### src/design/fsla_pkg.sv
`default_nettype none

package fsla_pkg;

  // Field widths fixed by the request and result formats
  localparam int SLOT_W  = 8;
  localparam int COUNT_W = 9;
  localparam int STAT_W  = 2;

  // Request codes
  localparam logic REQ_ALLOC = 1'b0;
  localparam logic REQ_FREE  = 1'b1;

  // Result status codes
  localparam logic [STAT_W-1:0] STATUS_OK    = 2'd0;
  localparam logic [STAT_W-1:0] STATUS_EMPTY = 2'd1;
  localparam logic [STAT_W-1:0] STATUS_FULL  = 2'd2;

  // Controller states: idle/accepting, or waiting on a link read for a pop
  typedef enum logic {
    ST_IDLE,
    ST_POP
  } state_t;

  // Link memory access, one write and one read port
  typedef struct packed {
    logic              we;
    logic [SLOT_W-1:0] waddr;
    logic [SLOT_W-1:0] wdata;
    logic              re;
    logic [SLOT_W-1:0] raddr;
  } mem_req_t;

endpackage

`default_nettype wire

### src/design/fsla_ifs.sv
`default_nettype none

// Request channel
interface fsla_in_if;
  logic       valid;
  logic       ready;
  logic       req_type;
  logic [7:0] slot_index;

  modport source (output valid, output req_type, output slot_index, input ready);
  modport sink   (input valid, input req_type, input slot_index, output ready);
endinterface

// Result channel
interface fsla_out_if;
  logic       valid;
  logic       ready;
  logic [7:0] granted_slot;
  logic [1:0] status;
  logic [8:0] free_count;

  modport source (output valid, output granted_slot, output status, output free_count,
                  input ready);
  modport sink   (input valid, input granted_slot, input status, input free_count,
                  output ready);
endinterface

`default_nettype wire

### src/design/fsla_link_mem.sv
`default_nettype none

module fsla_link_mem #(
  parameter int DEPTH = 256
) (
  input  wire logic                     clk,
  input  wire fsla_pkg::mem_req_t       req,
  output logic [fsla_pkg::SLOT_W-1:0]   rdata
);
  import fsla_pkg::*;

  localparam int AW = (DEPTH > 1) ? $clog2(DEPTH) : 1;

  logic [SLOT_W-1:0] mem [DEPTH];
  logic [SLOT_W-1:0] rdata_r;

  // Write port
  always_ff @(posedge clk) begin
    if (req.we) begin
      mem[req.waddr[AW-1:0]] <= req.wdata;
    end
  end

  // Registered read port
  always_ff @(posedge clk) begin
    if (req.re) begin
      rdata_r <= mem[req.raddr[AW-1:0]];
    end
  end

  assign rdata = rdata_r;

endmodule

`default_nettype wire

### src/design/fsla_ctrl.sv
`default_nettype none

module fsla_ctrl #(
  parameter int MAX_SLOTS  = 256,
  parameter int LINK_DEPTH = 256
) (
  input  wire logic                      clk,
  input  wire logic                      rst_n,
  fsla_in_if.sink                        in_chan,
  fsla_out_if.source                     out_chan,
  input  wire logic                      cfg_we,
  input  wire logic [fsla_pkg::COUNT_W-1:0] cfg_wdata,
  output fsla_pkg::mem_req_t             mem_req,
  input  wire logic [fsla_pkg::SLOT_W-1:0] mem_rdata
);
  import fsla_pkg::*;

  // Largest pool size the count registers can hold
  localparam int COUNT_MAX  = (1 << COUNT_W) - 1;
  localparam int POOL_CAP   = (MAX_SLOTS < COUNT_MAX) ? MAX_SLOTS : COUNT_MAX;
  localparam int RESET_POOL = (POOL_CAP < 256) ? POOL_CAP : 256;

  state_t             state_r, state_nxt;
  logic [COUNT_W-1:0] pool_slots_r, pool_slots_nxt;
  logic [COUNT_W-1:0] free_slots_r, free_slots_nxt;
  logic [COUNT_W-1:0] fresh_count_r, fresh_count_nxt;
  logic [SLOT_W-1:0]  list_head_r, list_head_nxt;
  logic               out_valid_r, out_valid_nxt;
  logic [SLOT_W-1:0]  out_slot_r, out_slot_nxt;
  logic [STAT_W-1:0]  out_status_r, out_status_nxt;
  logic [COUNT_W-1:0] out_count_r, out_count_nxt;

  logic               out_free;
  logic               accept;
  logic               pool_empty;
  logic               pool_full;
  logic               fresh_hit;
  logic               slot_in_range;
  logic               head_in_range;
  logic [COUNT_W-1:0] fresh_inc;
  logic [COUNT_W-1:0] cfg_pool;

  // Status of the pool
  assign out_free      = !out_valid_r || out_chan.ready;
  // take a beat only when idle, the result slot frees up and no resize is under way
  assign in_chan.ready = (state_r == ST_IDLE) && out_free && !cfg_we;
  assign accept        = in_chan.valid && in_chan.ready;
  assign pool_empty    = (free_slots_r == '0);
  assign pool_full     = (free_slots_r >= pool_slots_r);
  assign fresh_hit     = (fresh_count_r == (pool_slots_r - free_slots_r));
  assign slot_in_range = ({1'b0, in_chan.slot_index} < COUNT_W'(LINK_DEPTH));
  assign head_in_range = ({1'b0, list_head_r} < COUNT_W'(LINK_DEPTH));
  assign fresh_inc     = fresh_count_r + COUNT_W'(1);

  // Pool size clamp on configuration writes
  always_comb begin
    if (cfg_wdata == '0) begin
      cfg_pool = COUNT_W'(1);
    end else if (cfg_wdata > COUNT_W'(POOL_CAP)) begin
      cfg_pool = COUNT_W'(POOL_CAP);
    end else begin
      cfg_pool = cfg_wdata;
    end
  end

  // Next state
  always_comb begin
    state_nxt = state_r;
    case (state_r)
      ST_IDLE: begin
        if (!cfg_we && accept && (in_chan.req_type == REQ_ALLOC) && !pool_empty
            && !fresh_hit) begin
          state_nxt = ST_POP;
        end
      end
      ST_POP: begin
        state_nxt = ST_IDLE;
      end
      default: begin
        state_nxt = ST_IDLE;
      end
    endcase
  end

  // Datapath, memory accesses and result register
  always_comb begin
    pool_slots_nxt  = pool_slots_r;
    free_slots_nxt  = free_slots_r;
    fresh_count_nxt = fresh_count_r;
    list_head_nxt   = list_head_r;
    out_slot_nxt    = out_slot_r;
    out_status_nxt  = out_status_r;
    out_count_nxt   = out_count_r;
    out_valid_nxt   = out_valid_r && !out_chan.ready;
    mem_req.we      = 1'b0;
    mem_req.waddr   = in_chan.slot_index;
    mem_req.wdata   = list_head_r;
    mem_req.re      = 1'b0;
    mem_req.raddr   = list_head_r;

    case (state_r)
      ST_IDLE: begin
        if (cfg_we) begin
          // rebuild the pool
          pool_slots_nxt  = cfg_pool;
          free_slots_nxt  = cfg_pool;
          fresh_count_nxt = '0;
          list_head_nxt   = '0;
        end else if (accept) begin
          if (in_chan.req_type == REQ_ALLOC) begin
            if (pool_empty) begin
              out_valid_nxt  = 1'b1;
              out_slot_nxt   = '0;
              out_status_nxt = STATUS_EMPTY;
              out_count_nxt  = free_slots_r;
            end else if (fresh_hit) begin
              // hand out the next never-used slot
              fresh_count_nxt = fresh_inc;
              list_head_nxt   = fresh_inc[SLOT_W-1:0];
              free_slots_nxt  = free_slots_r - COUNT_W'(1);
              out_valid_nxt   = 1'b1;
              out_slot_nxt    = fresh_count_r[SLOT_W-1:0];
              out_status_nxt  = STATUS_OK;
              out_count_nxt   = free_slots_r - COUNT_W'(1);
            end else begin
              // pop: fetch the head's link, finish next cycle
              mem_req.re = head_in_range;
            end
          end else begin
            if (pool_full) begin
              out_valid_nxt  = 1'b1;
              out_slot_nxt   = '0;
              out_status_nxt = STATUS_FULL;
              out_count_nxt  = free_slots_r;
            end else begin
              // push onto the list head
              mem_req.we     = slot_in_range;
              list_head_nxt  = in_chan.slot_index;
              free_slots_nxt = free_slots_r + COUNT_W'(1);
              out_valid_nxt  = 1'b1;
              out_slot_nxt   = '0;
              out_status_nxt = STATUS_OK;
              out_count_nxt  = free_slots_r + COUNT_W'(1);
            end
          end
        end
      end
      ST_POP: begin
        // result register was emptied at the accept edge
        list_head_nxt  = head_in_range ? mem_rdata : '0;
        free_slots_nxt = free_slots_r - COUNT_W'(1);
        out_valid_nxt  = 1'b1;
        out_slot_nxt   = list_head_r;
        out_status_nxt = STATUS_OK;
        out_count_nxt  = free_slots_r - COUNT_W'(1);
      end
      default: begin
        // hold everything
      end
    endcase
  end

  // Control registers
  always_ff @(posedge clk) begin
    if (!rst_n) begin
      state_r       <= ST_IDLE;
      pool_slots_r  <= COUNT_W'(RESET_POOL);
      free_slots_r  <= COUNT_W'(RESET_POOL);
      fresh_count_r <= '0;
      list_head_r   <= '0;
      out_valid_r   <= 1'b0;
    end else begin
      state_r       <= state_nxt;
      pool_slots_r  <= pool_slots_nxt;
      free_slots_r  <= free_slots_nxt;
      fresh_count_r <= fresh_count_nxt;
      list_head_r   <= list_head_nxt;
      out_valid_r   <= out_valid_nxt;
    end
  end

  // Result payload
  always_ff @(posedge clk) begin
    out_slot_r   <= out_slot_nxt;
    out_status_r <= out_status_nxt;
    out_count_r  <= out_count_nxt;
  end

  assign out_chan.valid        = out_valid_r;
  assign out_chan.granted_slot = out_slot_r;
  assign out_chan.status       = out_status_r;
  assign out_chan.free_count   = out_count_r;

endmodule

`default_nettype wire

### src/design/fixed_slot_free_list_allocator.sv
// Channel  | Dir | Handshake        | Beat contents
// in_chan  | in  | valid/ready      | req_type, slot_index
// out_chan | out | valid/ready      | granted_slot, status, free_count
// cfg      | in  | cfg_we           | cfg_wdata = pool_slots
//
// Allocate from fresh slots, frees and failed requests: the result is
// registered from the beat. Allocate popping the free list: ST_POP waits
// on the link memory's registered read of the head's next link.
// Reset (rst_n low, sync) gives min(MAX_SLOTS, 256) slots, all fresh.
// A result waits in the output register; a new beat is taken in that
// cycle whenever out_chan.ready drains it, if idle and cfg_we is low.
`default_nettype none

module fixed_slot_free_list_allocator #(
  parameter int MAX_SLOTS = 256
) (
  input  wire logic                         clk,
  input  wire logic                         rst_n,
  fsla_in_if.sink                           in_chan,
  fsla_out_if.source                        out_chan,
  input  wire logic                         cfg_we,
  input  wire logic [fsla_pkg::COUNT_W-1:0] cfg_wdata
);
  import fsla_pkg::*;

  // Links only exist for indices a slot field can name
  localparam int LINK_DEPTH = (MAX_SLOTS < (1 << SLOT_W)) ? MAX_SLOTS : (1 << SLOT_W);

  mem_req_t          mem_req;
  logic [SLOT_W-1:0] mem_rdata;

  fsla_ctrl #(
    .MAX_SLOTS  (MAX_SLOTS),
    .LINK_DEPTH (LINK_DEPTH)
  ) u_ctrl (
    .clk       (clk),
    .rst_n     (rst_n),
    .in_chan   (in_chan),
    .out_chan  (out_chan),
    .cfg_we    (cfg_we),
    .cfg_wdata (cfg_wdata),
    .mem_req   (mem_req),
    .mem_rdata (mem_rdata)
  );

  fsla_link_mem #(
    .DEPTH (LINK_DEPTH)
  ) u_link_mem (
    .clk   (clk),
    .req   (mem_req),
    .rdata (mem_rdata)
  );

endmodule

`default_nettype wire

### src/flat_wrapper.sv
// flat-port wrapper written by rule: the top's interface ports become plain ports
module fixed_slot_free_list_allocator_flat import fsla_pkg::*;
#(
  parameter int MAX_SLOTS = 256
)
  (clk, rst_n, cfg_we, cfg_wdata, in_chan_valid, in_chan_req_type, in_chan_slot_index, in_chan_ready, out_chan_valid, out_chan_granted_slot, out_chan_status, out_chan_free_count, out_chan_ready);
  fsla_in_if in_chan_i ();
  fsla_out_if out_chan_i ();
  input  wire logic clk;
  input  wire logic rst_n;
  input  wire logic cfg_we;
  input  wire logic [fsla_pkg::COUNT_W-1:0] cfg_wdata;
  input wire logic [$bits(in_chan_i.valid)-1:0] in_chan_valid;
  input wire logic [$bits(in_chan_i.req_type)-1:0] in_chan_req_type;
  input wire logic [$bits(in_chan_i.slot_index)-1:0] in_chan_slot_index;
  output wire logic [$bits(in_chan_i.ready)-1:0] in_chan_ready;
  output wire logic [$bits(out_chan_i.valid)-1:0] out_chan_valid;
  output wire logic [$bits(out_chan_i.granted_slot)-1:0] out_chan_granted_slot;
  output wire logic [$bits(out_chan_i.status)-1:0] out_chan_status;
  output wire logic [$bits(out_chan_i.free_count)-1:0] out_chan_free_count;
  input wire logic [$bits(out_chan_i.ready)-1:0] out_chan_ready;
  assign in_chan_i.valid = in_chan_valid;
  assign in_chan_i.req_type = in_chan_req_type;
  assign in_chan_i.slot_index = in_chan_slot_index;
  assign in_chan_ready = in_chan_i.ready;
  assign out_chan_valid = out_chan_i.valid;
  assign out_chan_granted_slot = out_chan_i.granted_slot;
  assign out_chan_status = out_chan_i.status;
  assign out_chan_free_count = out_chan_i.free_count;
  assign out_chan_i.ready = out_chan_ready;
  fixed_slot_free_list_allocator #(.MAX_SLOTS(MAX_SLOTS)) u_core (.clk(clk), .rst_n(rst_n), .in_chan(in_chan_i), .out_chan(out_chan_i), .cfg_we(cfg_we), .cfg_wdata(cfg_wdata));
endmodule
### config.mk
export PLATFORM = sky130hd
export DESIGN_NAME = fixed_slot_free_list_allocator_flat
export DESIGN_NICKNAME = d
export VERILOG_FILES = /design/src/design/fsla_pkg.sv /design/src/design/fsla_ifs.sv /design/src/design/fsla_link_mem.sv /design/src/design/fsla_ctrl.sv /design/src/design/fixed_slot_free_list_allocator.sv /design/src/flat_wrapper.sv
export SDC_FILE = /design/constraint.sdc
export NUM_CORES = 2
export LEC_CHECK = 0
export BUFFER_PORTS_ARGS = -buffer_cell sky130_fd_sc_hd__buf_4
export CAP_MARGIN = 20
export CELL_PAD_IN_SITES_DETAIL_PLACEMENT = 1
export CELL_PAD_IN_SITES_GLOBAL_PLACEMENT = 2
export CORE_ASPECT_RATIO = 0.8
export CORE_MARGIN = 2
export CORE_UTILIZATION = 51
export DETAILED_ROUTE_END_ITERATION = 7
export HOLD_SLACK_MARGIN = 0.02
export PLACE_DENSITY_LB_ADDON = 0.1
export SLEW_MARGIN = 20
export SYNTH_ARGS = -nofsm -noshare
export SYNTH_HDL_FRONTEND = slang
export SYNTH_SLANG_ARGS = --single-unit
### constraint.sdc
create_clock -name clk -period 7.1 [get_ports clk]
set_input_delay 1.42 -clock clk [delete_from_list [all_inputs] [get_ports clk]]
set_output_delay 1.42 -clock clk [all_outputs]
set_load 0.01 [all_outputs]
==> summary.md <==
| Metric | Value |
|---|---|
| Placed Cells incl. Taps | `around 6,000` |
| Final worst clock skew | `a little over 40 ps` |
| Aggregate global routing overflow | `0` |
| Endpoint type of the worst setup path | `flip-flop` |
| Count of buffers from port buffering | `43` |
| Synthesized area | `approximately 83,000 um2` |
| Avg Synthesized Cell Area | `about 21 um2` |
| Reg area | `63,100 um2` |
| Routed len/inst | `between 30 and 40 um` |
| Tightest slew margin relative to the limit | `0.256` |
| Clock root buffer | `sky130_fd_sc_hd__clkbuf_16` |
| Number of sinks driven by the clock tree | `between 2,000 and 2,500` |
| Antenna violations before repair | `6` |
| Timing-limited maximum frequency | `between 200 and 250 MHz` |
| Leakage component of the power | `roughly 28 nW` |
| Gate count after technology mapping | `3,985` |
| Core box area | `161,000 um2` |
| Number of buffers on the longest clock path | `3` |
| Kind of launch point of the worst setup path | `flip-flop` |
| DRC errors left | `0` |
| Leading cell types by total area after synthesis | `sky130_fd_sc_hd__edfxtp_1 (75%), sky130_fd_sc_hd__mux4_2 (14%), sky130_fd_sc_hd__nor2_1 (1.3%), sky130_fd_sc_hd__mux2i_1 (1.2%), sky130_fd_sc_hd__dfxtp_1 (0.90%)` |
| Die Wd | `454 um` |
| Number of buffers created by CTS | `200` |
| CP Data Required Time | `about 7600 ps` |
| Cell Count, Final, Fillers Out | `~6,400` |
| Hold bufs inserted after CTS | `0` |
| Gp weighted congestion | `0.861` |
| Run status | `finished, final reports clean` |
| Worst hold path class | `flip-flop to flip-flop` |
| Seq/Total Area, Yosys | `0.764` |
| Max-slew violation count | `0` |
| Number of global-route vias before repair | `41,000` |
| Io pins | `between 40 and 50` |
| CTS tree | `built` |
| Largest net degree at the start of global routing | `~120` |
| Final Critical Period | `4940 ps` |
| Count of max-cap constraint violations | `0` |
| Number of inserted filler cells in the final layout | `between 10,000 and 15,000` |
| Final net count | `around 4,000` |
| Synthesized net count | `4,022` |
| Top cell type's share of synthesized area | `0.755` |
| First-pass GRT wire length | `309 mm` |
| Tightest Pin Transition | `1110 ps` |
| RSZ-0062 raised after global routing | `no` |
| Arrival time worst endpoint | `approximately 5400 ps` |
| Setup TNS | `0 ps` |
| GRT Overall Usage | `0.264` |
| Post-DRT Antenna Nets | `0` |
| H-Tree Level Count | `4` |
| Type of the worst setup path | `flip-flop to flip-flop` |
| Number of distinct library cells after synthesis | `between 60 and 70` |
| Register clock-pin slew on the reported worst setup and hold paths | `roughly 60 ps` |
| Die height | `approximately 360 um` |
| Post-synthesis register bit count | `around 2,100` |
| Async set-or-reset flop fraction in the synthesized netlist | `0` |
| Max VDD drop | `between 0.2 and 0.3 mV` |
| Fin util | `0.570` |
| Vias post-DR | `a little over 40,000` |
| Total power per unit cell area | `between 200 and 300 nW/um2` |
| Most instantiated flip-flop cell in the synthesis netlist | `sky130_fd_sc_hd__edfxtp_1` |
| Most instantiated library cell after synthesis | `sky130_fd_sc_hd__edfxtp_1` |
| Top cell type by total area after synthesis | `sky130_fd_sc_hd__edfxtp_1` |
| Wirelength, routed | `roughly 210 mm` |
| Yosys warning count | `0` |
| Max Fanout on Critical Path | `16` |
| Drt first-iter violations | `~4,900` |
| Layout cell share with drive strength beyond 1 | `0.231` |
| DPL Wire Length | `about 130 mm` |
| Number of hold violations in the final report | `0` |
| Power after layout | `26.6 mW` |
| Die Outline Area | `approximately 170,000 um2` |
| Area of the multi-input gates | `18,600 um2` |
| Period utilization | `0.696` |
| Pre-Repair DR Iteration Count | `6` |
| Relative area change from synthesis to final layout | `11.5%` |
| Mean number of vias per cell | `between 6 and 7` |
| Count of flip-flops with a built-in enable after synthesis | `around 2,100` |
| Commonest cells in the netlist | `sky130_fd_sc_hd__edfxtp_1 (2,075), sky130_fd_sc_hd__mux4_2 (528), sky130_fd_sc_hd__nor2_1 (294)` |
| Setup Viol. Count Final | `0` |
| Starting utilization of the core area | `0.512` |
| PostCTS Resize Cnt | `0` |
| Source-to-sink clock delay at the later pin of the worst-skew pair | `roughly 850 ps` |
| Hold_ws | `between 400 and 500 ps` |
| Standard-cell row count | `132` |
| Count of buffers added by post-CTS timing repair for setup | `0` |
-- final timing paths --
check                                        startpoint  slack [ps]                                          to  cells after the start
max          u_core.u_ctrl.free_slots_r[6]$_SDFFE_PN0P_        2160     u_core.u_link_mem.mem[114][3]$_DFFE_PP_                     10
min          u_core.u_ctrl.pool_slots_r[0]$_SDFFE_PN0P_         500  u_core.u_ctrl.pool_slots_r[0]$_SDFFE_PN0P_                      2
max reg2reg  u_core.u_ctrl.free_slots_r[6]$_SDFFE_PN0P_        2160     u_core.u_link_mem.mem[114][3]$_DFFE_PP_                     10
min reg2reg  u_core.u_ctrl.pool_slots_r[0]$_SDFFE_PN0P_         500  u_core.u_ctrl.pool_slots_r[0]$_SDFFE_PN0P_                      2
-- power by group --
part	internal, mW	switching, mW
registers	13.8	0.0753
logic	0.710	1.25
clock network	6.05	4.68
total	20.6	6.00
-- state kept, by name, indices dropped and copies added (netlist names), 8 cells and up --
register	cells
u_core.u_ctrl.free_slots_r	9
u_core.u_ctrl.fresh_count_r	9
u_core.u_ctrl.list_head_r	8
u_core.u_ctrl.out_chan.free_count	9
u_core.u_ctrl.out_chan.granted_slot	8
u_core.u_ctrl.pool_slots_r	9
u_core.u_link_mem.mem	2048
u_core.u_link_mem.rdata	8
-- worst max-delay path, cell delays in order, from the launching register on --
cell	delay, ps
sky130_fd_sc_hd__dfxtp_1	530
sky130_fd_sc_hd__inv_1	150
sky130_fd_sc_hd__ha_1	470
sky130_fd_sc_hd__a211oi_1	140
sky130_fd_sc_hd__nor2_1	280
sky130_fd_sc_hd__o31ai_2	200
sky130_fd_sc_hd__nor2_4	250
sky130_fd_sc_hd__nand3_1	330
sky130_fd_sc_hd__nor3b_2	500
sky130_fd_sc_hd__nand3_1	820
sky130_fd_sc_hd__nor2_1	880
-- routing by layer --
metal	up-vias	wire length (um)	track usage
li1	16800	-	-
met1	21500	94500	0.405
met2	1764	96300	0.382
met3	273	17400	0.0621
met4	0	5520	0.0750
met5	-	0	0
-- logic make-up (layout without fill, tap and decap cells) --
logic type | Yosys count | count (layout) | synth area share
other cells | 0 | 3 | 0
compound gates | 368 | 368 | 0.0310
fa+ha+maj | 14 | 14 | 0.00221
buf+inv | 259 | 510 | 0.0133
mux | 631 | 631 | 0.157
simple gates | 570 | 570 | 0.0302
xor+xnor | 31 | 31 | 0.00329
flops | 2112 | 2112 | 0.764
-- cell usage in the layout, fill, tap and decap left out, types with 6 or more instances in the layout --
cell,n
sky130_fd_sc_hd__edfxtp_1,2075
sky130_fd_sc_hd__mux4_2,528
sky130_fd_sc_hd__nor2_1,290
sky130_fd_sc_hd__clkbuf_16,203
sky130_fd_sc_hd__nand2_1,111
sky130_fd_sc_hd__mux2i_1,101
sky130_fd_sc_hd__a22oi_1,96
sky130_fd_sc_hd__buf_4,96
sky130_fd_sc_hd__a21oi_1,71
sky130_fd_sc_hd__clkinv_1,54
sky130_fd_sc_hd__clkinv_2,42
sky130_fd_sc_hd__nand3_1,41
sky130_fd_sc_hd__clkbuf_1,34
sky130_fd_sc_hd__nor3_1,31
sky130_fd_sc_hd__o21ai_0,31
sky130_fd_sc_hd__o22ai_1,31
sky130_fd_sc_hd__a211oi_1,30
sky130_fd_sc_hd__dfxtp_1,29
sky130_fd_sc_hd__o221ai_1,26
sky130_fd_sc_hd__xnor2_1,25
sky130_fd_sc_hd__bufinv_16,22
sky130_fd_sc_hd__inv_1,20
sky130_fd_sc_hd__nand4_1,18
sky130_fd_sc_hd__buf_12,18
sky130_fd_sc_hd__and3_1,13
sky130_fd_sc_hd__ha_1,13
sky130_fd_sc_hd__a22o_1,12
sky130_fd_sc_hd__a221oi_1,12
sky130_fd_sc_hd__a31oi_1,11
sky130_fd_sc_hd__nor2b_1,9
sky130_fd_sc_hd__nand2_2,9
sky130_fd_sc_hd__o21ai_1,8
sky130_fd_sc_hd__dfxtp_4,8
sky130_fd_sc_hd__inv_6,7
sky130_fd_sc_hd__xor2_1,6
sky130_fd_sc_hd__or3_1,6
sky130_fd_sc_hd__clkinvlp_4,6
-- metrics by stage --
stage	instance area, um2	setup slack (ps)
after global placement	85500	1840
after global routing	92000	1730
final	92000	2160
after floorplan	82600	894
after CTS	92000	2070
after detailed placement	85500	1760
-- cell type report --
cell class                 instances  area share
inverter                          21    0.000856
clock buffer                     237      0.0566
sequential                      2112       0.685
antenna                            3   0.0000816
tap                             2144      0.0291
multi-input combinational       1614       0.202
timing repair buffer             115      0.0120
clock inverter                   137      0.0143
Note: power is estimated with default switching activity, not from simulation.
